--- config.mk ---
export PLATFORM = sky130hd
export DESIGN_NAME = tsd_walk_store
export DESIGN_NICKNAME = d
export VERILOG_FILES = /design/src/rtl/tsd_pkg.sv /design/src/rtl/tsd_walk_store.sv
export SDC_FILE = /design/constraint.sdc
export NUM_CORES = 1
export LEC_CHECK = 0
export BUFFER_PORTS_ARGS = -buffer_cell sky130_fd_sc_hd__buf_2
export CORE_MARGIN = 4
export CORE_UTILIZATION = 47
export CTS_BUF_LIST = sky130_fd_sc_hd__clkbuf_16
export DETAILED_ROUTE_END_ITERATION = 12
export PLACE_DENSITY_LB_ADDON = 0.08
export SKIP_LAST_GASP = 1
export SLEW_MARGIN = 20
export SYNTH_ARGS = -nofsm -noshare
export SYNTH_HDL_FRONTEND = slang
export SYNTH_SLANG_ARGS = --single-unit
--- constraint.sdc ---
create_clock -name clk_i -period 2.9 [get_ports clk_i]
set_clock_uncertainty 0.1 [all_clocks]
set_input_delay 0.145 -clock clk_i [delete_from_list [all_inputs] [get_ports clk_i]]
set_output_delay 0.145 -clock clk_i [all_outputs]
set_load 0.05 [all_outputs]
--- src/rtl/tsd_pkg.sv ---
// shared types and constants of the depth-first topological sort block
package tsd_pkg;

  localparam int NODE_W        = 6;
  localparam int COUNT_W       = 7;
  localparam int MAX_NODES_DEF = 64;
  localparam logic [COUNT_W-1:0] NODE_COUNT_RST = 7'd64;

  typedef enum logic [1:0] {
    CMD_ADD_EDGE = 2'd0,
    CMD_RUN      = 2'd1,
    CMD_CLEAR    = 2'd2
  } cmd_e;

  typedef struct packed {
    logic [NODE_W-1:0]  node;
    logic [COUNT_W-1:0] next;
  } walk_entry_t;

  typedef struct packed {
    logic              rd_en;
    logic [NODE_W-1:0] rd_addr;
    logic              wr_en;
    logic [NODE_W-1:0] wr_addr;
    logic              clear;
  } adj_ctrl_t;

  typedef struct packed {
    logic              rd_en;
    logic [NODE_W-1:0] rd_addr;
    logic              wr_en;
    logic [NODE_W-1:0] wr_addr;
    walk_entry_t       wr_data;
  } walk_ctrl_t;

  typedef struct packed {
    logic              load;
    logic [NODE_W-1:0] node;
    logic              last;
    logic              no_order;
  } out_load_t;

endpackage

--- src/rtl/tsd_walk_store.sv ---
// walk stack and order memory, stack grows up from 0, order fills down from the count
module tsd_walk_store import tsd_pkg::*; #(
  parameter int MAX_NODES = MAX_NODES_DEF
) (
  input  logic        clk_i,
  input  walk_ctrl_t  ctrl_i,
  output walk_entry_t rdata_o
);

  localparam int NW = $clog2(MAX_NODES);

  walk_entry_t mem_q [MAX_NODES];
  walk_entry_t rdata_q;

  always_ff @(posedge clk_i) begin
    if (ctrl_i.wr_en) begin
      mem_q[ctrl_i.wr_addr[NW-1:0]] <= ctrl_i.wr_data;
    end
    if (ctrl_i.rd_en) begin
      rdata_q <= mem_q[ctrl_i.rd_addr[NW-1:0]];
    end
  end

  assign rdata_o = rdata_q;

endmodule

* Yosys cells after proc, flatten, opt, wreduce, memory -nomap -nowiden
Memory sizes are Yosys's and may differ from the RTL's. A register that Yosys moved wholly into a read port is not among the register bits. Index checks and enable logic that the tools add are counted.
Word-level totals: register bits 0, RAM bits 832, memories 1
Operators by class: mux-type cells 2
Memory list:
- mem_q | depth 64, bits a word 13, rd ports 1, clocked after Yosys merged registers in 1, write ports 1, RTL line tsd_walk_store.sv:12 | walk_entry_t mem_q [MAX_NODES];
Operator list (number):
- 1-bit 2-to-1 mux | 2

* Longest topological paths before layout
depth after elaboration 2, depth in mapped cells 9, gate-level depth less buffers 5

* Least setup slack after synthesis
OpenSTA, ideal clock, no wires.
kind in2reg, start point input ctrl_i[21] (netlist name), end point register, netlist name rdata_o[11], setup time 268 ps, data arrival time 1788 ps, required time 2532 ps, path slack 744 ps, stages on the path 7, path buffers 3, cell sequence buf_4 buf_4 clkbuf_1 mux4_2 mux4_2 o21ai_0 o31ai_1
RTL lines:
- from (decl) | RTL line tsd_walk_store.sv:6 | input walk_ctrl_t ctrl_i,

==> out/qor.txt <==
run status = completed
setup slack of the worst register-to-register path = 0.59 ns
worst-case vdd ir drop = 471 uV
placer congestion estimate = 0.777
area grow syn2layout = 15.9%
final max-slew violation count = 0
average size of a mapped cell = 23.2 sq um
#FFs+latches synth = 845
Power Density = 682 nW/um^2
maximum frequency from static timing analysis = 433 MHz
peak per-stage delay on the critical path = 0.55 ns
number of enable-type register cells in the synthesized netlist = 845
Hold Path Origin = ctrl_i[23]
reported max-cap violation count = 0
vias in the first global route = 15.9k
CP Max Fanout = 1
count of distinct cell types in the synthesized netlist = 43
kind of capture point of the worst setup path = flip-flop
ratio of cells with drive above 1 in the final layout = 31.8%
WP data arrival = 2.57 ns
sink count of the clock tree = 845
Filler cells = 5242
path class of the lowest-slack min-delay path = input pin to flip-flop
maximum number of pins on one net before global-route repair = 65
shortest period the worst path allows = 2.31 ns
Top cell by count, worst path = mux4_2
Vias/cell = 5.86
Total Neg Setup Slack = 0 ns
number of endpoints with negative hold slack in the final report = 0
FF-to-FF path depth = 4
relative max-transition margin = 33.1%
Initial DRT Pass Iterations = 7
first-pass GRT wire length = 113000 um
yosys warns = 0
total half-perimeter wirelength after legalization and detailed placement = 48100 um
hold buffers post-CTS = 10
syn_nets = 1430
Top delay family on crit path = multiplexers
post-synthesis instance area = 32500 sq um
Worst Hold End = rdata_o[0]
total CTS buffers = 87
DR WL/cell = 29.7 um
Die Span Y = 271 um
CP max-delay cell = mux4_2
antenna violations before repair = 3
Clock Path Buffers = 3
cell row count = 96
Crit Path Class = flip-flop to flip-flop
clock edge transition at the registers on the reported setup and hold paths = 0.06 ns
number of DRC markers after the initial detailed-route iteration = 1641
data required time of the critical path = 3.16 ns
Die W = 271 um
total of cells resized after clock tree synthesis = 0
worst reg2reg path startpoint = mem_q[55][7]
final antenna-violating net count = 0
capture point of the worst reg-to-reg path = rdata_o[7]
die footprint = 73400 sq um
fin nets = 1639
pin slew with the least headroom to its limit = 1.00 ns
final instance area = 37600 sq um
postcts setup bufs = 0
part of the Yosys area used for sequential elements = 78.1%
final worst path period share = 79.6%
effective utilization at floorplan = 47.3%
number of port buffers = 40
number of H-tree levels = 3
async set-reset flop share out of synthesis = 0%
Post-Place Cell Area = 34800 sq um
Hold Path Depth = 4
setup violators final = 0
top_reg_cell synth = edfxtp_1
routed wire length = 77500 um
static power due to leakage = 12.1 nW
total grt overflow = 0
cell chosen for the clock root = clkbuf_16
cells along the critical path = mux4_2 > mux4_2 > nor2_1 > o2bb2ai_1
number of remaining DRC errors = 0
combined buffer and inverter count along the critical path = 0
via count = 15.3k
TritonCTS clock tree = done
clock latency on the worst-skew pair = 0.63 ns
IO Pins = 41
unrepaired setup endpoints after global routing = false
Std-Cell Core Area = 68600 sq um
gr usage total = 21.5%
synthesized instance count = 1402
critical path launch point type = flip-flop
## kinds of logic after synthesis
family          share of synthesized area, %
flops                                   78.1
mux                                     16.8
simple gates                            1.87
compound gates                          1.84
buf+inv                                 1.38
## per-layer routing
metal | track usage [%] | part of all wire [%] | up-vias
met2 | 31.9 | 46 | 505
met3 | 3.80 | 6.3 | 109
li1 | - | - | 6418
met1 | 33.3 | 45 | 8286
met4 | 6.26 | 2.4 | 0
met5 | 0 | 0 | -
## power breakdown
group	leakage (nW)	switching, W	internal [W]	total, W
combinational	3.04	0.000858	0.000538	0.00140
sequential	7.61	0.0000282	0.0135	0.0136
clock	1.42	0.00450	0.00619	0.0107
total	12.1	0.00539	0.0203	0.0257
## flip-flops by register name (all words and copies together), names as in the netlist
register / count
mem_q: 832
rdata_o: 13
## tightest hold or removal path: cells and delay by family
family	cells	cell delay [ns]
compound gates	1	0.11
buf+inv	2	0.32
simple gates	1	0.07
## cell usage after synthesis, types with 2 or more instances
| cell type | n | share of area [%] |
|---|---|---|
| a211oi_1 | 12 | 0.28 |
| nand2_1 | 14 | 0.16 |
| nor2b_1 | 19 | 0.37 |
| inv_1 | 2 | 0.023 |
| nand4_1 | 2 | 0.039 |
| nor3_1 | 2 | 0.031 |
| nand3b_1 | 4 | 0.092 |
| o21ai_0 | 5 | 0.077 |
| a221o_1 | 2 | 0.062 |
| mux4_2 | 223 | 15 |
| o221ai_1 | 15 | 0.40 |
| buf_2 | 23 | 0.35 |
| a221oi_1 | 2 | 0.054 |
| o31ai_1 | 8 | 0.18 |
| mux2_2 | 3 | 0.10 |
| buf_6 | 8 | 0.28 |
| o21ai_1 | 6 | 0.092 |
| buf_1 | 3 | 0.035 |
| a2111oi_0 | 3 | 0.081 |
| a22oi_1 | 9 | 0.21 |
| edfxtp_1 | 845 | 78 |
| clkbuf_1 | 25 | 0.29 |
| nand2b_1 | 5 | 0.096 |
| o2bb2ai_1 | 2 | 0.054 |
| nand3_1 | 6 | 0.092 |
| buf_4 | 17 | 0.39 |
| mux2i_1 | 39 | 1.2 |
| nor2_1 | 71 | 0.82 |
| a21oi_1 | 10 | 0.15 |
| o22ai_1 | 3 | 0.058 |
| and2_1 | 2 | 0.039 |
## layout make-up
class | count | area [sq um] | share of cell area [%]
Timing Repair Buffer | 196 | 1680 | 4.46
Antenna cell | 3 | 7.51 | 0.0199
Multi-Input combinational cell | 478 | 6660 | 17.7
Inverter | 3 | 11.3 | 0.0299
Clock buffer | 91 | 2280 | 6.05
Clock inverter | 67 | 459 | 1.22
Sequential cell | 845 | 25400 | 67.4
Tap cell | 931 | 1160 | 3.10
## placed cells by master, fill, tap and decap left out, drive strengths merged, types with 5 or more instances in the layout
cell	n
a211oi	12
a22oi	9
nand2	14
buf	185
o21ai	11
mux2i	39
nand3	6
bufinv	6
clkinv	34
nor2b	19
nor2	71
mux4	223
o31ai	8
clkbuf	92
nand2b	5
inv	27
o221ai	15
edfxtp	845
a21oi	10
dlygate4sd3	10
## stage by stage
step                std cells  total power (W)  util [%]  worst slack [ns]  hold slack, ns
floorplan                1402           0.0146         -             0.744           0.144
global placement         2443           0.0152      50.7             0.206           0.421
detailed placement       2443           0.0152      50.7             0.243           0.433
CTS                      2611           0.0259      54.9             0.598         0.00122
global route             2613           0.0265      54.9             0.528          0.0325
finish                   2614           0.0257      54.9             0.591          0.0408
## worst max-delay path by stage
stage / startpoint / end / slack [ns] / cells after the start
global route: mem_q[13][7] / rdata_o[7] / 0.53 / 4
global placement: ctrl_i[21] / rdata_o[7] / 0.21 / 7
CTS: mem_q[55][7] / rdata_o[7] / 0.60 / 4
floorplan: ctrl_i[21] / rdata_o[11] / 0.74 / 7
finish: mem_q[55][7] / rdata_o[7] / 0.59 / 4
detailed placement: ctrl_i[21] / rdata_o[3] / 0.24 / 8
No activity file was read; power rests on OpenSTA's default activity.
