[config.mk]
export PLATFORM = sky130hd
export DESIGN_NAME = tsd_adj_store
export DESIGN_NICKNAME = d
export VERILOG_FILES = /design/src/rtl/tsd_pkg.sv /design/src/rtl/tsd_adj_store.sv
export SDC_FILE = /design/constraint.sdc
export NUM_CORES = 2
export LEC_CHECK = 0
export ABC_CLOCK_PERIOD_IN_PS = 2100
export BUFFER_PORTS_ARGS = -buffer_cell sky130_fd_sc_hd__buf_2
export CORE_AREA = 2 2 501 752
export CTS_BUF_LIST = sky130_fd_sc_hd__clkbuf_2 sky130_fd_sc_hd__clkbuf_4 sky130_fd_sc_hd__clkbuf_8
export CTS_CLUSTER_SIZE = 12
export DETAILED_ROUTE_END_ITERATION = 7
export DIE_AREA = 0 0 503 754
export GPL_ROUTABILITY_DRIVEN = 0
export GPL_TIMING_DRIVEN = 0
export PLACE_DENSITY = 0.57
export RECOVER_POWER = 25
export SLEW_MARGIN = 20
export SYNTH_ARGS = -nofsm -noshare
export SYNTH_HDL_FRONTEND = slang
export SYNTH_SLANG_ARGS = --single-unit
[constraint.sdc]
create_clock -name clk_i -period 2.1 [get_ports clk_i]
set_input_delay 0.21 -clock clk_i [delete_from_list [all_inputs] [get_ports clk_i]]
set_output_delay 0.21 -clock clk_i [all_outputs]
set_load 0.02 [all_outputs]
[src/rtl/tsd_pkg.sv]
// shared types and constants of the depth-first topological sort block
package tsd_pkg;

  localparam int NODE_W        = 6;
  localparam int COUNT_W       = 7;
  localparam int MAX_NODES_DEF = 64;
  localparam logic [COUNT_W-1:0] NODE_COUNT_RST = 7'd64;

  typedef enum logic [1:0] {
    CMD_ADD_EDGE = 2'd0,
    CMD_RUN      = 2'd1,
    CMD_CLEAR    = 2'd2
  } cmd_e;

  typedef struct packed {
    logic [NODE_W-1:0]  node;
    logic [COUNT_W-1:0] next;
  } walk_entry_t;

  typedef struct packed {
    logic              rd_en;
    logic [NODE_W-1:0] rd_addr;
    logic              wr_en;
    logic [NODE_W-1:0] wr_addr;
    logic              clear;
  } adj_ctrl_t;

  typedef struct packed {
    logic              rd_en;
    logic [NODE_W-1:0] rd_addr;
    logic              wr_en;
    logic [NODE_W-1:0] wr_addr;
    walk_entry_t       wr_data;
  } walk_ctrl_t;

  typedef struct packed {
    logic              load;
    logic [NODE_W-1:0] node;
    logic              last;
    logic              no_order;
  } out_load_t;

endpackage

[src/rtl/tsd_adj_store.sv]
// adjacency matrix memory with per-row valid bits
module tsd_adj_store import tsd_pkg::*; #(
  parameter int MAX_NODES = MAX_NODES_DEF
) (
  input  logic                 clk_i,
  input  logic                 rst_ni,
  input  adj_ctrl_t            ctrl_i,
  input  logic [MAX_NODES-1:0] wdata_i,
  output logic [MAX_NODES-1:0] row_o
);

  localparam int NW = $clog2(MAX_NODES);

  logic [MAX_NODES-1:0] mem_q [MAX_NODES];
  logic [MAX_NODES-1:0] rdata_q;
  logic [MAX_NODES-1:0] row_valid_q;
  logic                 rvalid_q;

  always_ff @(posedge clk_i) begin
    if (ctrl_i.wr_en) begin
      mem_q[ctrl_i.wr_addr[NW-1:0]] <= wdata_i;
    end
    if (ctrl_i.rd_en) begin
      rdata_q <= mem_q[ctrl_i.rd_addr[NW-1:0]];
    end
  end

  // a row never written since the last clear reads as no edges
  always_ff @(posedge clk_i or negedge rst_ni) begin
    if (!rst_ni) begin
      row_valid_q <= '0;
      rvalid_q    <= 1'b0;
    end else begin
      if (ctrl_i.clear) begin
        row_valid_q <= '0;
      end else if (ctrl_i.wr_en) begin
        row_valid_q[ctrl_i.wr_addr[NW-1:0]] <= 1'b1;
      end
      if (ctrl_i.rd_en) begin
        rvalid_q <= row_valid_q[ctrl_i.rd_addr[NW-1:0]];
      end
    end
  end

  assign row_o = rvalid_q ? rdata_q : '0;

endmodule

* Word level (Yosys, flattened, before mapping) *
Memory sizes are Yosys's and may differ from the RTL's. A register that Yosys moved wholly into a read port is not among the register bits.
Index checks and enable logic that the tools add are counted.
Widths: inputs -> output; s select.

storage, ports and cells
  bits in writable memories = 4096
  input bits = 81
  output and inout port bits = 64
  memories = 1
  register bits after elaboration = 65

operators by class
  bitwise operators = 1
  reductions and logical operators = 2
  mux-type cells = 9
  magnitude comparators = 3

memory list
  memory  words  width  read ports  clocked after Yosys merged registers in  wr ports  line                 source
  mem_q   64     64     1           1                                        1         tsd_adj_store.sv:14  logic [MAX_NODES-1:0] mem_q [MAX_NODES];

operator list
  cell                count
  $mux 64             3
  $or 64x64->64       1
  $lt 6x7->1 const B  2
  $bmux 1 s6          1
  $demux 1 s6         1
  $ge 6x1->1 const B  1
  $mux 1              4
  $reduce_bool 2->1   1
  $logic_and 1x1->1   1

* Longest topological paths before layout *
  depth after elaboration = 7
  depth in mapped cells = 9

* Worst setup path after synthesis *
OpenSTA, ideal clock, no wires.

  path kind = input -> register
  start = in ctrl_i[6] (netlist name)
  end = mem mem_q[48][0] (netlist name) (enable)
  stages on the path = 4
  required time = 1453 ps
  setup slack = -5507 ps
  data arrival time = 6960 ps
  buffers on the path = 1
  path through = clkbuf_1 > nand3_1 > or2_2 > nor4_1

RTL lines
  what         line                 source
  from (decl)  tsd_adj_store.sv:7   input adj_ctrl_t ctrl_i,
  to (decl)    tsd_adj_store.sv:14

No word-level cell before the write port.

* Final worst setup path *
  start = in ctrl_i[6] (netlist name)
  end = mem mem_q[48][31] (netlist name) (enable)

No word-level cell before the write port.

==> flow_summary.ini <==
[min_path]
hold_path_end = mem_q[38][62]
min-delay-start = ctrl_i[6]
min_path_type = input pin to register
holdPathStages = 3

[timing]
slew_viol_final = 0
rsz0062_at_grt = yes
setup_slack_ns = -0.539
fmax_mhz = 379
hold_violations = 0
period_share_pct = 126
worst_slew_pin_slew_ns = 1.39
period_needed_ns = 2.64
finClkSkew_ns = 0.0554
setup_viol = 320
slew_headroom_pct = 7.26

[finish]
fillerInstances = 29300
nNetsFinal = 7664
fin_util_pct = 50.6
final_common_cell = edfxtp_1
multi_input_area_um2 = 33000
drive_gt1_share_pct = 39.9
syn2layout_area_growth_pct = 18.1
design_area_um2 = 189000
fin_cells = 13000
mostFrequentLayoutCells = 4,160 x edfxtp_1, 1,289 x mux4_2, 664 x clkbuf_8, 243 x clkbuf_4, 201 x buf_12
ff_latch_area_um2 = 127000

[grt]
overflow = 0
grt_first_pass_wirelength_mm = 613
antenna_found_initial = 29
grt_max_degree = 66
grt_pass1_vias = 80200
track_usage_pct = 23.2

[synthesis]
seq_area_frac_synth_pct = 79.1
syn_area_um2 = 160000
synth-warning-count = 0
netlist_instances = 6382
synth-seq-cells = 4225
avgSynthCellArea_um2 = 25.1
syn_nets = 6463
synth_cell_types = 30

[setup_path]
cp_common_cell = buf_6
worstSetupEndpointType = register
reg2reg_from = mem_q[61][38]
slowest_stage = dlygate4sd3_1
reg2reg_depth = 4
cp.required_ns = 2.85
cp-start-kind = input pin
slowest_delay_ns = 0.70
crit_type = input pin to register
timing.reg2reg.setup_slack_ns = -0.08
critPathTopFamily = buffers and inverters
critPathBufInv = 8
crit_arrival_ns = 3.39
timing.rr.end = rdata_q[38]
crit_chain = clkbuf_8 > dlygate4sd3_1 > nand3_2 > or2_4 > nor4_4 > dlygate4sd3_1 > buf_6 > buf_6 > buf_6 > buf_4 > buf_4
cp_max_fo = 10

[drt]
ant_nets = 0
firstDrtPassIters = 7
drc = 0
viasPerCell = 5.79
drt-initial-drc-count = 8046
wl_per_cell_um = 33.7
wirelength_mm = 439
vias = 75400

[power]
leakage_nw = 59.6
power.density_nw_per_um2 = 889
ir_worst_vdd_v = 0.000468

[die]
die_w_um = 503
initial_core_util_pct = 42.9
placementRows = 275
pin_count = 145
die_area_um2 = 379000
fp.dieH_um = 754
coreArea_um2 = 373000

[placement]
dpl.hpwl_mm = 307
place_ws_ns = -2.36
dpl_cell_area_um2 = 174000
port_buffers = 135
dpl.cell_count = 11800

[outcome]
violations = setup timing
status = complete, but fails checks

[cts]
cts_htree_levels = 6
clk_pin_slew_ns = 0.07
cts_made_buffers = 622
cts_tree = done
clk_path_buf_depth = 4
cts-root-buf = clkbuf_8
insertion_delay_ns = 1.10
cts.sinks = 4225

[run]
cap_viol_max_count = 0
==> metrics by stage <==
stage	total power [mW]	hold slack (ns)	TNS [ns]
2_1_floorplan	100	-0.0856	-3562.37
3_3_place_gp	104	0.472	-
3_5_place_dp	105	0.363	-2290.48
4_1_cts	169	0.0331	-124.15
5_1_grt	173	0.0490	-56.22
6_report	168	0.0842	-59.61
==> Yosys cell counts <==
| master | instances | area, µm² |
|---|---|---|
| and2_1 | 66 | 413 |
| nor4_1 | 1 | 6.26 |
| or3b_2 | 1 | 8.76 |
| buf_4 | 2 | 15.0 |
| a311oi_1 | 2 | 17.5 |
| nand2b_1 | 3 | 18.8 |
| a41o_1 | 1 | 10.0 |
| buf_2 | 111 | 556 |
| a31oi_1 | 3 | 18.8 |
| buf_1 | 20 | 75.1 |
| a21oi_1 | 4 | 20.0 |
| clkbuf_1 | 206 | 773 |
| nand2_1 | 74 | 278 |
| or3_1 | 1 | 6.26 |
| edfxtp_1 | 4160 | 125000 |
| o21ba_2 | 1 | 10.0 |
| nor2_1 | 188 | 706 |
| buf_6 | 3 | 33.8 |
| or2_2 | 1 | 6.26 |
| nand4_1 | 1 | 6.26 |
| inv_1 | 2 | 7.51 |
| mux2i_1 | 20 | 200 |
| nor2b_1 | 7 | 43.8 |
| a22oi_1 | 132 | 991 |
| dfrtp_1 | 65 | 1630 |
| nand3b_1 | 2 | 15.0 |
| nor3_1 | 4 | 20.0 |
| nand3_1 | 11 | 55.1 |
| a211oi_1 | 1 | 7.51 |
| mux4_2 | 1289 | 29000 |
==> worst max-delay path by stage <==
| stage | from | endpoint | slack, ns | cells after the start |
|---|---|---|---|---|
| 3_3_place_gp | ctrl_i[7] | row_valid_q[48] | -4.75 | 5 |
| 5_1_grt | rvalid_q | row_o[51] | -0.56 | 4 |
| 4_1_cts | rvalid_q | row_o[41] | -0.63 | 5 |
| 2_1_floorplan | ctrl_i[6] | mem_q[48][0] | -1.22 | 4 |
| 3_5_place_dp | ctrl_i[10] | rdata_q[53] | -2.36 | 8 |
| 6_report | ctrl_i[6] | mem_q[48][31] | -0.54 | 11 |
==> per-layer routing <==
metal  routed length (µm)  part of all wire (%)  vias to the layer above  global-route usage (%)
met2               233000                    53                     2800                    41.1
li1                     -                     -                    30200                       -
met3                24200                   5.5                      927                    3.58
met1               160000                    36                    41500                    28.0
met4                22200                   5.0                       18                    10.2
met5                  114                 0.026                        -                       0
==> final cells by class <==
| class | count | share of cell area, % |
|---|---|---|
| multi-input cells | 1813 | 17.5 |
| well taps | 4986 | 3.30 |
| clock inverters | 228 | 0.716 |
| plain buffers | 340 | 1.30 |
| diodes | 13 | 0.0172 |
| clock buffers | 847 | 5.50 |
| repair buffers | 579 | 4.71 |
| flip-flops and latches | 4225 | 67.0 |
| inverters | 2 | 0.00397 |
==> cells by family (layout without fill, tap and decap cells) <==
| group | Yosys count | after routing | share of synthesized area [%] |
|---|---|---|---|
| DFF | 4225 | 4225 | 79.1 |
| muxes | 1309 | 1309 | 18.3 |
| and+or+nand+nor | 360 | 360 | 0.990 |
| buffers and inverters | 344 | 1996 | 0.913 |
| AOI/OAI and AO/OA | 144 | 144 | 0.672 |
| other | 0 | 13 | 0 |
==> worst reg2reg max path, stage by stage, from the launching register on <==
cell and delay, ns:
edfxtp_1 0.36, mux4_2 0.49, mux4_2 0.57, a22oi_2 0.26, nand2_2 0.16
==> timing repair <==
action,CTS,global route
setup endpoints to repair,133,1035
gates resized for setup,524,146
cloned,4,1
endpoints found under the hold margin,4414,41
hold buffers,91,7
setup buffers,8,23
pin swaps,34,29
==> state kept, by name (all words and copies together), names as in the netlist <==
| register | count |
|---|---|
| rdata_q | 64 |
| mem_q | 4096 |
| rvalid_q | 1 |
| row_valid_q | 64 |
==> power by group <==
part,total [mW],switching (mW),internal [mW]
logic,9.89,5.81,4.08
clock network,64.4,31.2,33.2
registers,93.6,0.167,93.4
total,168,37.2,131
Note: power is estimated with default switching activity, not from simulation.
