### src/rtl/tsd_pkg.sv
// shared types and constants of the depth-first topological sort block
package tsd_pkg;

  localparam int NODE_W        = 6;
  localparam int COUNT_W       = 7;
  localparam int MAX_NODES_DEF = 64;
  localparam logic [COUNT_W-1:0] NODE_COUNT_RST = 7'd64;

  typedef enum logic [1:0] {
    CMD_ADD_EDGE = 2'd0,
    CMD_RUN      = 2'd1,
    CMD_CLEAR    = 2'd2
  } cmd_e;

  typedef struct packed {
    logic [NODE_W-1:0]  node;
    logic [COUNT_W-1:0] next;
  } walk_entry_t;

  typedef struct packed {
    logic              rd_en;
    logic [NODE_W-1:0] rd_addr;
    logic              wr_en;
    logic [NODE_W-1:0] wr_addr;
    logic              clear;
  } adj_ctrl_t;

  typedef struct packed {
    logic              rd_en;
    logic [NODE_W-1:0] rd_addr;
    logic              wr_en;
    logic [NODE_W-1:0] wr_addr;
    walk_entry_t       wr_data;
  } walk_ctrl_t;

  typedef struct packed {
    logic              load;
    logic [NODE_W-1:0] node;
    logic              last;
    logic              no_order;
  } out_load_t;

endpackage

### src/rtl/tsd_dfs_ctrl.sv
// sequencer for edge loads, clears, depth-first walk, order readout and cycle report
module tsd_dfs_ctrl import tsd_pkg::*; #(
  parameter int MAX_NODES = MAX_NODES_DEF
) (
  input  logic                 clk_i,
  input  logic                 rst_ni,
  input  logic [COUNT_W-1:0]   node_count_i,
  input  logic                 in_valid_i,
  output logic                 in_ready_o,
  input  logic [1:0]           command_i,
  input  logic [NODE_W-1:0]    from_node_i,
  input  logic [NODE_W-1:0]    to_node_i,
  output adj_ctrl_t            adj_ctrl_o,
  output logic [MAX_NODES-1:0] adj_wdata_o,
  input  logic [MAX_NODES-1:0] adj_row_i,
  output walk_ctrl_t           walk_ctrl_o,
  input  walk_entry_t          walk_rdata_i,
  input  logic                 slot_free_i,
  output out_load_t            out_load_o
);

  localparam int NW = $clog2(MAX_NODES);
  localparam logic [COUNT_W-1:0] MaxCount = COUNT_W'(MAX_NODES);

  typedef enum logic [7:0] {
    ST_IDLE    = 8'b0000_0001,
    ST_EDGE_WR = 8'b0000_0010,
    ST_START   = 8'b0000_0100,
    ST_SCAN    = 8'b0000_1000,
    ST_POP     = 8'b0001_0000,
    ST_EMIT_RD = 8'b0010_0000,
    ST_EMIT_LD = 8'b0100_0000,
    ST_CYCLE   = 8'b1000_0000
  } state_e;

  state_e               state_q, state_d;
  logic [COUNT_W-1:0]   s_q, s_d;
  logic [NODE_W-1:0]    top_u_q, top_u_d;
  logic [COUNT_W-1:0]   top_v_q, top_v_d;
  logic [COUNT_W-1:0]   depth_q, depth_d;
  logic [COUNT_W-1:0]   fill_q, fill_d;
  logic [COUNT_W-1:0]   k_q, k_d;
  logic [NODE_W-1:0]    edge_from_q, edge_from_d;
  logic [NODE_W-1:0]    edge_to_q, edge_to_d;
  logic [MAX_NODES-1:0] on_path_q, on_path_d;
  logic [MAX_NODES-1:0] done_q, done_d;

  logic [COUNT_W-1:0]   n_eff;
  logic [NW-1:0]        v_idx;
  logic [NW-1:0]        s_idx;
  logic [NW-1:0]        u_idx;
  logic [MAX_NODES-1:0] edge_bit;
  logic [COUNT_W-1:0]   fill_m1;
  logic [COUNT_W-1:0]   depth_m1;
  logic [COUNT_W-1:0]   depth_m2;
  logic [COUNT_W-1:0]   k_p1;

  always_comb begin
    if (node_count_i == '0) begin
      n_eff = COUNT_W'(1);
    end else if (node_count_i > MaxCount) begin
      n_eff = MaxCount;
    end else begin
      n_eff = node_count_i;
    end
  end

  assign v_idx    = top_v_q[NW-1:0];
  assign s_idx    = s_q[NW-1:0];
  assign u_idx    = top_u_q[NW-1:0];
  assign fill_m1  = fill_q - COUNT_W'(1);
  assign depth_m1 = depth_q - COUNT_W'(1);
  assign depth_m2 = depth_q - COUNT_W'(2);
  assign k_p1     = k_q + COUNT_W'(1);

  always_comb begin
    edge_bit = '0;
    edge_bit[edge_to_q[NW-1:0]] = 1'b1;
  end

  assign in_ready_o = (state_q == ST_IDLE);

  always_comb begin
    state_d     = state_q;
    s_d         = s_q;
    top_u_d     = top_u_q;
    top_v_d     = top_v_q;
    depth_d     = depth_q;
    fill_d      = fill_q;
    k_d         = k_q;
    edge_from_d = edge_from_q;
    edge_to_d   = edge_to_q;
    on_path_d   = on_path_q;
    done_d      = done_q;
    adj_ctrl_o  = '0;
    adj_wdata_o = adj_row_i | edge_bit;
    walk_ctrl_o = '0;
    out_load_o  = '0;

    unique case (state_q)
      ST_IDLE: begin
        if (in_valid_i) begin
          case (command_i)
            CMD_ADD_EDGE: begin
              if ((COUNT_W'(from_node_i) < MaxCount) && (COUNT_W'(to_node_i) < MaxCount)) begin
                edge_from_d        = from_node_i;
                edge_to_d          = to_node_i;
                adj_ctrl_o.rd_en   = 1'b1;
                adj_ctrl_o.rd_addr = from_node_i;
                state_d            = ST_EDGE_WR;
              end
            end
            CMD_RUN: begin
              on_path_d = '0;
              done_d    = '0;
              fill_d    = n_eff;
              depth_d   = '0;
              s_d       = '0;
              state_d   = ST_START;
            end
            CMD_CLEAR: begin
              adj_ctrl_o.clear = 1'b1;
            end
            default: ;
          endcase
        end
      end

      ST_EDGE_WR: begin
        adj_ctrl_o.wr_en   = 1'b1;
        adj_ctrl_o.wr_addr = edge_from_q;
        state_d            = ST_IDLE;
      end

      ST_START: begin
        if (s_q == n_eff) begin
          k_d     = '0;
          state_d = ST_EMIT_RD;
        end else if (done_q[s_idx]) begin
          s_d = s_q + COUNT_W'(1);
        end else begin
          // root push, top of stack lives in registers
          top_u_d            = s_q[NODE_W-1:0];
          top_v_d            = '0;
          on_path_d[s_idx]   = 1'b1;
          depth_d            = COUNT_W'(1);
          adj_ctrl_o.rd_en   = 1'b1;
          adj_ctrl_o.rd_addr = s_q[NODE_W-1:0];
          state_d            = ST_SCAN;
        end
      end

      ST_SCAN: begin
        if (top_v_q >= n_eff) begin
          // node finished, prepend to order
          done_d[u_idx]         = 1'b1;
          on_path_d[u_idx]      = 1'b0;
          fill_d                = fill_m1;
          depth_d               = depth_m1;
          walk_ctrl_o.wr_en     = 1'b1;
          walk_ctrl_o.wr_addr   = fill_m1[NODE_W-1:0];
          walk_ctrl_o.wr_data   = '{node: top_u_q, next: '0};
          if (depth_q == COUNT_W'(1)) begin
            s_d     = s_q + COUNT_W'(1);
            state_d = ST_START;
          end else begin
            walk_ctrl_o.rd_en   = 1'b1;
            walk_ctrl_o.rd_addr = depth_m2[NODE_W-1:0];
            state_d             = ST_POP;
          end
        end else if (!adj_row_i[v_idx] || done_q[v_idx]) begin
          top_v_d = top_v_q + COUNT_W'(1);
        end else if (on_path_q[v_idx]) begin
          state_d = ST_CYCLE;
        end else begin
          // descend: park current top with resume point, fetch child row
          walk_ctrl_o.wr_en   = 1'b1;
          walk_ctrl_o.wr_addr = depth_m1[NODE_W-1:0];
          walk_ctrl_o.wr_data = '{node: top_u_q, next: top_v_q + COUNT_W'(1)};
          top_u_d             = top_v_q[NODE_W-1:0];
          top_v_d             = '0;
          on_path_d[v_idx]    = 1'b1;
          depth_d             = depth_q + COUNT_W'(1);
          adj_ctrl_o.rd_en    = 1'b1;
          adj_ctrl_o.rd_addr  = top_v_q[NODE_W-1:0];
        end
      end

      ST_POP: begin
        top_u_d            = walk_rdata_i.node;
        top_v_d            = walk_rdata_i.next;
        adj_ctrl_o.rd_en   = 1'b1;
        adj_ctrl_o.rd_addr = walk_rdata_i.node;
        state_d            = ST_SCAN;
      end

      ST_EMIT_RD: begin
        walk_ctrl_o.rd_en   = 1'b1;
        walk_ctrl_o.rd_addr = k_q[NODE_W-1:0];
        state_d             = ST_EMIT_LD;
      end

      ST_EMIT_LD: begin
        if (slot_free_i) begin
          out_load_o.load     = 1'b1;
          out_load_o.node     = walk_rdata_i.node;
          out_load_o.last     = (k_p1 == n_eff);
          out_load_o.no_order = 1'b0;
          k_d                 = k_p1;
          state_d             = (k_p1 == n_eff) ? ST_IDLE : ST_EMIT_RD;
        end
      end

      ST_CYCLE: begin
        if (slot_free_i) begin
          out_load_o.load     = 1'b1;
          out_load_o.node     = '0;
          out_load_o.last     = 1'b1;
          out_load_o.no_order = 1'b1;
          state_d             = ST_IDLE;
        end
      end

      default: state_d = ST_IDLE;
    endcase
  end

  always_ff @(posedge clk_i or negedge rst_ni) begin
    if (!rst_ni) begin
      state_q   <= ST_IDLE;
      s_q       <= '0;
      top_v_q   <= '0;
      depth_q   <= '0;
      fill_q    <= '0;
      k_q       <= '0;
      on_path_q <= '0;
      done_q    <= '0;
    end else begin
      state_q   <= state_d;
      s_q       <= s_d;
      top_v_q   <= top_v_d;
      depth_q   <= depth_d;
      fill_q    <= fill_d;
      k_q       <= k_d;
      on_path_q <= on_path_d;
      done_q    <= done_d;
    end
  end

  always_ff @(posedge clk_i) begin
    top_u_q     <= top_u_d;
    edge_from_q <= edge_from_d;
    edge_to_q   <= edge_to_d;
  end

endmodule
### config.mk
export PLATFORM = sky130hd
export DESIGN_NAME = tsd_dfs_ctrl
export DESIGN_NICKNAME = d
export VERILOG_FILES = /design/src/rtl/tsd_pkg.sv /design/src/rtl/tsd_dfs_ctrl.sv
export SDC_FILE = /design/constraint.sdc
export NUM_CORES = 1
export LEC_CHECK = 0
export BUFFER_PORTS_ARGS = -buffer_cell sky130_fd_sc_hd__buf_2
export CAP_MARGIN = 20
export CORE_UTILIZATION = 45
export CTS_BUF_LIST = sky130_fd_sc_hd__clkbuf_4 sky130_fd_sc_hd__clkbuf_8 sky130_fd_sc_hd__clkbuf_16
export DETAILED_ROUTE_END_ITERATION = 10
export PLACE_DENSITY = 0.66
export SYNTH_ARGS = -nofsm -noshare
export SYNTH_HDL_FRONTEND = slang
export SYNTH_SLANG_ARGS = --single-unit
### constraint.sdc
create_clock -name clk_i -period 7.5 [get_ports clk_i]
set_clock_uncertainty 0.2 [all_clocks]
set_input_delay 0.75 -clock clk_i [delete_from_list [all_inputs] [get_ports clk_i]]
set_output_delay 0.75 -clock clk_i [all_outputs]
set_load 0.05 [all_outputs]
Yosys cells after proc, flatten, opt, wreduce, memory -nomap -nowiden

Index checks and enable logic that the tools add are counted.

Bitwise operators: 6
Order comparisons: 10
Reduce and logical (&&, ||, !) cells: 20
Equal/unequal tests: 32
Multiplexer cells: 94
Add/subtract/negate cells: 7

Operators by type and width:

| kind                  | number |
|---|---|
| $mux W64              | 8 |
| $or A64 B64 Y64       | 4 |
| $mux W7               | 33 |
| $pmux W64 S3          | 1 |
| $pmux W64 S2          | 1 |
| $mux W20              | 4 |
| $and A64 B64 Y64      | 1 |
| $mux W8               | 8 |
| $not A64 Y64          | 1 |
| $pmux W7 S3           | 3 |
| $pmux W8 S7           | 1 |
| $pmux W7 S2           | 3 |
| $mux W6               | 6 |
| $add A7 B1 Y7 const B | 4 |
| $lt A6 B7 Y1 const B  | 4 |
| $pmux W7 S4           | 1 |
| $bmux W1 S6           | 4 |
| $demux W1 S6          | 4 |
| $ge A6 B1 Y1 const B  | 4 |
| $ne A2 B2 Y1 const B  | 12 |
| $reduce_and A7 Y1     | 3 |
| $mux W9               | 2 |
| $pmux W6 S3           | 1 |
| $pmux W9 S2           | 1 |
| 33 further kinds      | 55 |

Output and inout bits: 116
Word-level logic and storage cells: 180
Bits of input ports: 102
Register bits after elaboration: 189

Logic depth before layout (Yosys ltp)

Gate-level depths: netlist of run 1.

Depth in word-level cells: 9
Gate-level depth with buffers: 15
Depth with buffers taken out: 12

Least setup slack after synthesis of run 1

OpenSTA, ideal clock, no wires.

Path kind: input -> output
From: input port node_count_i[1]
To: output port adj_ctrl_o[10] (netlist name)
Data arrival time: 4681 ps
Cell stages on the path: 13
Required time: 6550 ps
Buffers on the path: 2
Path slack: 1869 ps
Cell sequence: or3_1 or3_1 a21oi_1 ha_1 nand2b_1 a211oi_1 o21bai_1 a221o_1 clkbuf_1 nor2_1 clkbuf_1 nand2_1 o21ai_0

RTL lines:

| what            | RTL line           | source |
|---|---|---|
| start, declared | tsd_dfs_ctrl.sv:7  | `input logic [COUNT_W-1:0] node_count_i,` |
| end, declared   | tsd_dfs_ctrl.sv:13 | `output adj_ctrl_t adj_ctrl_o,` |

==> results of run 1 <==
metrics by stage:
stage,hold slack (ns),util,std cells
detailed placement,0.286,0.502,2093
floorplan,0.254,-,1610
finish,0.185,0.525,2131
CTS,0.235,0.523,2125
global placement,0.281,0.501,2088
global route,0.252,0.525,2130
per-layer routing:
| layer | track usage | up-vias |
|---|---|---|
| met5 | 0 | - |
| met4 | 0.143 | 2 |
| met3 | 0.0662 | 185 |
| met2 | 0.516 | 1090 |
| met1 | 0.494 | 7268 |
| li1 | - | 6454 |
placed cells by master, fill, tap and decap left out, types with 21 or more instances in the layout:
cell type / count
buf_4: 38
nor3_1: 28
dfrtp_1: 168
inv_1: 41
o21ai_0: 53
xnor2_1: 21
nand2_1: 123
a21o_1: 50
o22ai_1: 92
nor2b_1: 21
buf_2: 219
a32o_1: 58
a21oi_1: 148
mux2i_1: 56
nor2_1: 129
o2111ai_1: 67
and3_1: 21
a221oi_1: 34
flip-flops by register name, summed over array words and instances, names as in the netlist:
name and cells:
done_q 64, top_u_q 6, on_path_q 64, s_q 7
top_v_q 7, edge_from_q 6, depth_q 7, state_q 8
fill_q 6, edge_to_q 6, k_q 7
area by class of cell:
type / instances / area [µm²] / area share
diodes: 1 / 2.50 / 0.000159
clock buffers: 20 / 478 / 0.0304
clock inverters: 12 / 146 / 0.00930
inverters: 43 / 161 / 0.0103
multi-input cells: 1213 / 8190 / 0.520
flip-flops and latches: 188 / 4800 / 0.305
well taps: 390 / 488 / 0.0310
repair buffers: 264 / 1470 / 0.0936
kinds of logic after synthesis:
logic type	Yosys count	share of synthesized area
adders and majority gates	17	0.0154
muxes	71	0.0544
xor gates and xnor gates	28	0.0177
and+or+nand+nor	449	0.162
AOI/OAI and AO/OA	648	0.339
DFF	188	0.347
buffers and inverters	209	0.0649
path summary, 6_finish.rpt:
path                                  to  slack [ns]  cells past startpoint
hold / removal                state_q[1]        0.18                      1
max in group asynchronous     done_q[44]        5.56                      3
min in group clk_i          edge_to_q[2]        0.25                      1
setup reg to reg           on_path_q[35]        1.99                     11
hold reg to reg               done_q[32]        0.30                      2
setup / recovery           adj_ctrl_o[9]        1.53                     10
power by group through the flow:
stage               registers [mW]  clock network [mW]  logic (mW)
floorplan                     1.34                   0        1.69
global placement              1.54                   0        2.12
detailed placement            1.54                   0        2.14
CTS                           1.52               0.984        2.15
global route                  1.56                1.02        2.36
finish                        1.54               0.981        2.23
critical path, stage by stage, from the launching register on:
cell and delay, ns:
dfrtp_4 1.06, inv_1 0.21, buf_4 0.33, a221o_1 0.30, a21oi_1 0.31, o22ai_1 0.13, or4_4 0.63, nor3_4 0.37
nand2_1 0.50, o21ai_0 0.36, buf_2 0.31
==> impl_metrics.py, run 1 <==
metrics = {
    "power_and_ir_drop": {
        "power_switching_mw": 2.28,
        "p_leak_nw": 6.81,
        "p_total_mw": 4.75,
        "switching_share": 0.480,
        "power_frac_clock": 0.207,
        "intPower_mw": 2.47,
        "p_per_area_mw_per_mm2": 302,
        "power_frac_comb": 0.469,
        "pwr-share-seq": 0.325,
        "ir_drop_uv": 192,
    },
    "placed_design": {
        "port_buffers": 217,
        "place_ws_ns": 2.00,
        "gp_congestion": 0.974,
        "dp_hpwl_um": 37400,
        "dpl-instance-area_mm2": 0.0151,
    },
    "sta": {
        "finalHoldViolations": 0,
        "fmax_mhz": 168,
        "fin_ws_ns": 1.53,
        "period_needed_ns": 5.97,
        "period_share": 0.795,
        "slew_headroom": 0.181,
        "maxSlewViolCount": 0,
        "rsz0062_at_grt": "false",
        "worstMarginPinSlew_ns": 1.22,
        "setup_violations": 0,
        "finalSetupTns_ns": 0,
    },
    "global_routing": {
        "antenna_found_initial": 1,
        "grt_max_degree": 95,
        "grt_pass1_wl_um": 83400,
        "grt.overflow.total": 0,
        "grt_pass1_vias": 13600,
        "grtUsageTotal": 0.348,
    },
    "synthesis": {
        "syn_nets": 1729,
        "synth-seq-cells": 188,
        "synthTopCellsByCount": "169 x dfrtp_1, 148 x a21oi_1, 131 x nor2_1",
        "synth_area_per_cell_um2": 8.59,
        "syn_inst": 1610,
        "synthArstFlopShare": 0.904,
        "synthTopCellsByArea": "dfrtp_1 31%, a21oi_1 5.4%, o2111ai_1 4.2%",
        "seq_area_frac_synth": 0.347,
        "synth_area_leader_cell": "dfrtp_1",
        "syn_area_mm2": 0.0138,
        "synth_edf_count": 18,
        "synth_ff_type": "dfrtp_1",
        "synth_top_area_share": 0.306,
        "synth.most_common_cell": "dfrtp_1",
        "synthDistinctLibCells": 81,
        "yosys_warnings": 0,
    },
    "routing": {
        "wl_met3_um": 6290,
        "dr.pass1.iters": 8,
        "drcViolationCount": 0,
        "wirelength_um": 55000,
        "drtAntennaViolNets": 0,
        "wl_met2_um": 24100,
        "num_vias": 15000,
        "vias_per_cell": 7.04,
        "wl_met1_um": 22400,
        "first_iter_violations": 2176,
        "dr.max_layer_used": "met5",
        "wl_per_cell_um": 25.8,
    },
    "worst_setup_path": {
        "cp.arrival_ns": 5.02,
        "crit_type": "flop to output pin",
        "cp_max_fo": 59,
        "endpoint_kind": "output pin",
        "cp.required_ns": 6.55,
        "critPathLaunchType": "flop",
        "crit_start": "top_v_q[2]",
        "worstReg2RegStart": "s_q[0]",
    },
    "clocking": {
        "ctsResizeCount": 0,
        "clkSinkCount": 188,
        "cts_tree": "yes",
        "cts_max_level": 4,
        "clock_path_buffers": 2,
        "cts_hold_buf": 0,
        "cts-buffers-inserted": 17,
        "clk_latency_ns": 0.47,
        "clk_pin_slew_ns": 0.07,
        "cts-root-buf": "clkbuf_16",
        "postCtsSetupBuffers": 0,
    },
    "floorplan": {
        "dieArea_mm2": 0.0314,
        "rows": 63,
        "die_y_um": 177,
        "io_pins": 218,
        "fp.dieW_um": 177,
        "initial_utilization": 0.462,
        "fp.coreArea_mm2": 0.0300,
    },
    "final_layout": {
        "fin_nets": 1846,
        "drive_gt1_frac": 0.198,
        "fill_cells": 2884,
        "area_delta_synth_final_pct": 13.8,
        "postLayoutCellArea_mm2": 0.0157,
    },
    "worst_hold_path": {
        "hold_path_class": "input port to asynchronous set/reset pin",
    },
    "run": {
        "maxCapViolCount": 0,
    },
    "run_status": {
        "status": "finished, final reports clean",
    },
}
Note: power is estimated with default switching activity, not from simulation.
==> run 2: changes to the inputs <==
--- a/config.mk
+++ b/config.mk
@@ -5,12 +5,13 @@
 export SDC_FILE = /design/constraint.sdc
 export NUM_CORES = 1
 export LEC_CHECK = 0
+export ABC_AREA = 1
 export BUFFER_PORTS_ARGS = -buffer_cell sky130_fd_sc_hd__buf_2
 export CAP_MARGIN = 20
 export CORE_UTILIZATION = 45
 export CTS_BUF_LIST = sky130_fd_sc_hd__clkbuf_4 sky130_fd_sc_hd__clkbuf_8 sky130_fd_sc_hd__clkbuf_16
 export DETAILED_ROUTE_END_ITERATION = 10
-export PLACE_DENSITY = 0.66
+export PLACE_DENSITY = 0.65
 export SYNTH_ARGS = -nofsm -noshare
 export SYNTH_HDL_FRONTEND = slang
 export SYNTH_SLANG_ARGS = --single-unit
==> constraint.sdc (replaced) <==
create_clock -name clk_i -period 5.83 [get_ports clk_i]
set_clock_uncertainty 0.2 [all_clocks]
set_input_delay 0.583 -clock clk_i [delete_from_list [all_inputs] [get_ports clk_i]]
set_output_delay 0.583 -clock clk_i [all_outputs]
set_load 0.05 [all_outputs]
==> impl_metrics.py, run 2 <==
metrics = {
    "synthesis": {
        "synthTopCellsByCount": "894 x nand2_1, 322 x nand3_1, 311 x inv_1",
        "synth_top_family_by_area": "simple AND/OR/NAND/NOR gates",
        "synth_top_area_share": 0.276,
        "synth-adder-area-share": 0.0139,
        "synth.most_common_cell": "nand2_1",
        "synthTopCellsByArea": "dfrtp_1 28%, nand2_1 22%, nand3_1 11%",
        "yosys.area_share.simple": 0.392,
        "yosys_warnings": 0,
        "synthDistinctLibCells": 40,
        "synth_xor_area_frac": 0.0189,
        "syn_inst": 2563,
        "synth-seq-cells": 188,
        "synthArstFlopShare": 0.904,
        "seq_area_frac_synth": 0.313,
        "syn_area_mm2": 0.0153,
        "synth_ff_type": "dfrtp_1",
        "synth_area_per_cell_um2": 5.97,
        "synth_compound_gate_area_share": 0.146,
        "synth_edf_count": 18,
        "synthMuxAreaShare": 0,
        "syn_nets": 2682,
        "synth_area_leader_cell": "dfrtp_1",
    },
    "sta": {
        "slew_headroom": 0.325,
        "fin_ws_ns": 0.715,
        "worstMarginPinSlew_ns": 1.01,
        "fmax_mhz": 195,
        "whs_ns": 0.00795,
        "period_share": 0.877,
        "finalHoldViolations": 0,
        "finalSetupTns_ns": 0,
        "setup_violations": 0,
        "rsz0062_at_grt": "false",
        "maxSlewViolCount": 0,
        "period_needed_ns": 5.12,
    },
    "final_layout": {
        "area_delta_synth_final_pct": 12.5,
        "postLayoutCellArea_mm2": 0.0172,
        "largestRegisters": "done_q x64, on_path_q x64, state_q x8",
        "diodes": 0,
        "fin_nets": 2818,
        "final_common_cell": "nand2_1",
        "drive_gt1_frac": 0.109,
        "mostFrequentLayoutCells": "894 x nand2_1, 321 x nand3_1, 311 x inv_1",
    },
    "clocking": {
        "cts_tree": "yes",
        "clkSinkCount": 188,
        "clock_path_buffers": 2,
        "clk_pin_slew_ns": 0.08,
        "clk_latency_ns": 0.47,
        "cts_max_level": 4,
        "postCtsSetupBuffers": 0,
        "ctsResizeCount": 0,
        "cts_hold_buf": 0,
        "cts-root-buf": "clkbuf_16",
        "cts-buffers-inserted": 17,
    },
    "floorplan": {
        "fp.dieW_um": 186,
        "dieArea_mm2": 0.0348,
        "fp.coreArea_mm2": 0.0335,
        "initial_utilization": 0.456,
        "rows": 67,
        "die_y_um": 186,
        "io_pins": 218,
    },
    "global_routing": {
        "grt.overflow.total": 0,
        "grtUsageMet1": 0.472,
        "grtUsageTotal": 0.361,
        "grt_pass1_wl_um": 97200,
        "antenna_found_initial": 0,
        "grt_util_met2": 0.556,
        "gr-usage-met3": 0.0811,
        "busiest_layer": "met2",
        "grt_max_degree": 113,
        "grt_pass1_vias": 16800,
    },
    "routing": {
        "drcViolationCount": 0,
        "wirelength_um": 63100,
        "first_iter_violations": 2032,
        "num_vias": 18000,
        "vias_per_cell": 5.69,
        "drtAntennaViolNets": 0,
        "dr.pass1.iters": 6,
        "wl_per_cell_um": 20.0,
    },
    "placed_design": {
        "dpl-instance-area_mm2": 0.0166,
        "gp_congestion": 0.981,
        "port_buffers": 217,
        "place_ws_ns": 1.16,
        "dp_hpwl_um": 43000,
    },
    "worst_setup_path": {
        "critPathLaunchType": "flop",
        "cp.arrival_ns": 4.33,
        "crit_type": "flop to output pin",
        "cp_max_fo": 10,
        "cp.required_ns": 5.05,
        "endpoint_kind": "output pin",
    },
    "power_and_ir_drop": {
        "p_per_area_mw_per_mm2": 314,
        "p_leak_nw": 9.05,
        "ir_drop_uv": 324,
        "p_total_mw": 5.40,
    },
    "worst_hold_path": {
        "hold_path_class": "input port to asynchronous set/reset pin",
    },
    "run_status": {
        "status": "finished, final reports clean",
    },
    "run": {
        "maxCapViolCount": 0,
    },
}
run 2: cell types whose count changed in the layout (fill, tap and decap cells not counted), moves of 56 or more:
cell / delta
o2111ai_1: -67
mux2i_1: -56
a21oi_1: -76
a32o_1: -58
nand2_1: +771
o22ai_1: -86
nand3_1: +302
o21ai_0: +255
inv_1: +270
nor2_1: +57
run 2: report_power, final:
group	switching (mW)	internal (mW)
combinational	2.06	0.518
sequential	0.112	1.45
clock	0.571	0.690
run 2: metrics by stage:
stage | cells | utilization
floorplan | 2563 | -
global placement | 3128 | 0.495
detailed placement | 3128 | 0.495
CTS | 3160 | 0.513
global route | 3160 | 0.513
finish | 3160 | 0.513
run 2: cell families (layout without fill, tap and decap cells):
kind of cell             Yosys count  count (layout)
XOR/XNOR                          33              33
AND/OR/NAND/NOR                 1451            1451
flip-flops                       188             188
adder cells (fa/ha/maj)           17              17
buffers and inverters            443             592
AO/OA/AOI/OAI                    431             431
run 2: path summary, 6_finish.rpt:
path	slack, ns	to	cells past startpoint	from
max reg2reg	1.33	on_path_q[54]	14	top_v_q[3]
max in group asynchronous	4.19	top_v_q[0]	2	rst_ni
min reg2reg	0.27	on_path_q[0]	2	on_path_q[0]
min in group clk_i	0.11	edge_to_q[0]	1	to_node_i[0]
max	0.71	walk_ctrl_o[9]	13	top_v_q[3]
min	0.008	done_q[18]	1	rst_ni
run 2: area by class of cell:
class                           count  area (µm²)
Clock inverter                     13         164
Multi-Input combinational cell   1932        8750
Clock buffer                       19         440
Timing Repair Buffer              242        1310
Fill cell                        3575       16300
Tap cell                          448         561
Sequential cell                   188        4800
Inverter                          318        1190
run 2: worst max-delay path, cell delays in order (launching register included):
cell and delay, ns:
dfrtp_1 0.61, inv_1 0.22, nor3_1 0.76, inv_1 0.35
nor2_1 0.18, nor2_1 0.06, nand2_1 0.11, nor2_1 0.06
nor2_2 0.25, nand2_1 0.12, nand2_1 0.10, nand2_1 0.31
nor2_1 0.40, buf_2 0.33
run 2: routing by layer:
layer	share of wire	wire length [µm]
met1	0.40	25500
met2	0.44	27800
met3	0.10	6620
met4	0.051	3240
met5	0	0
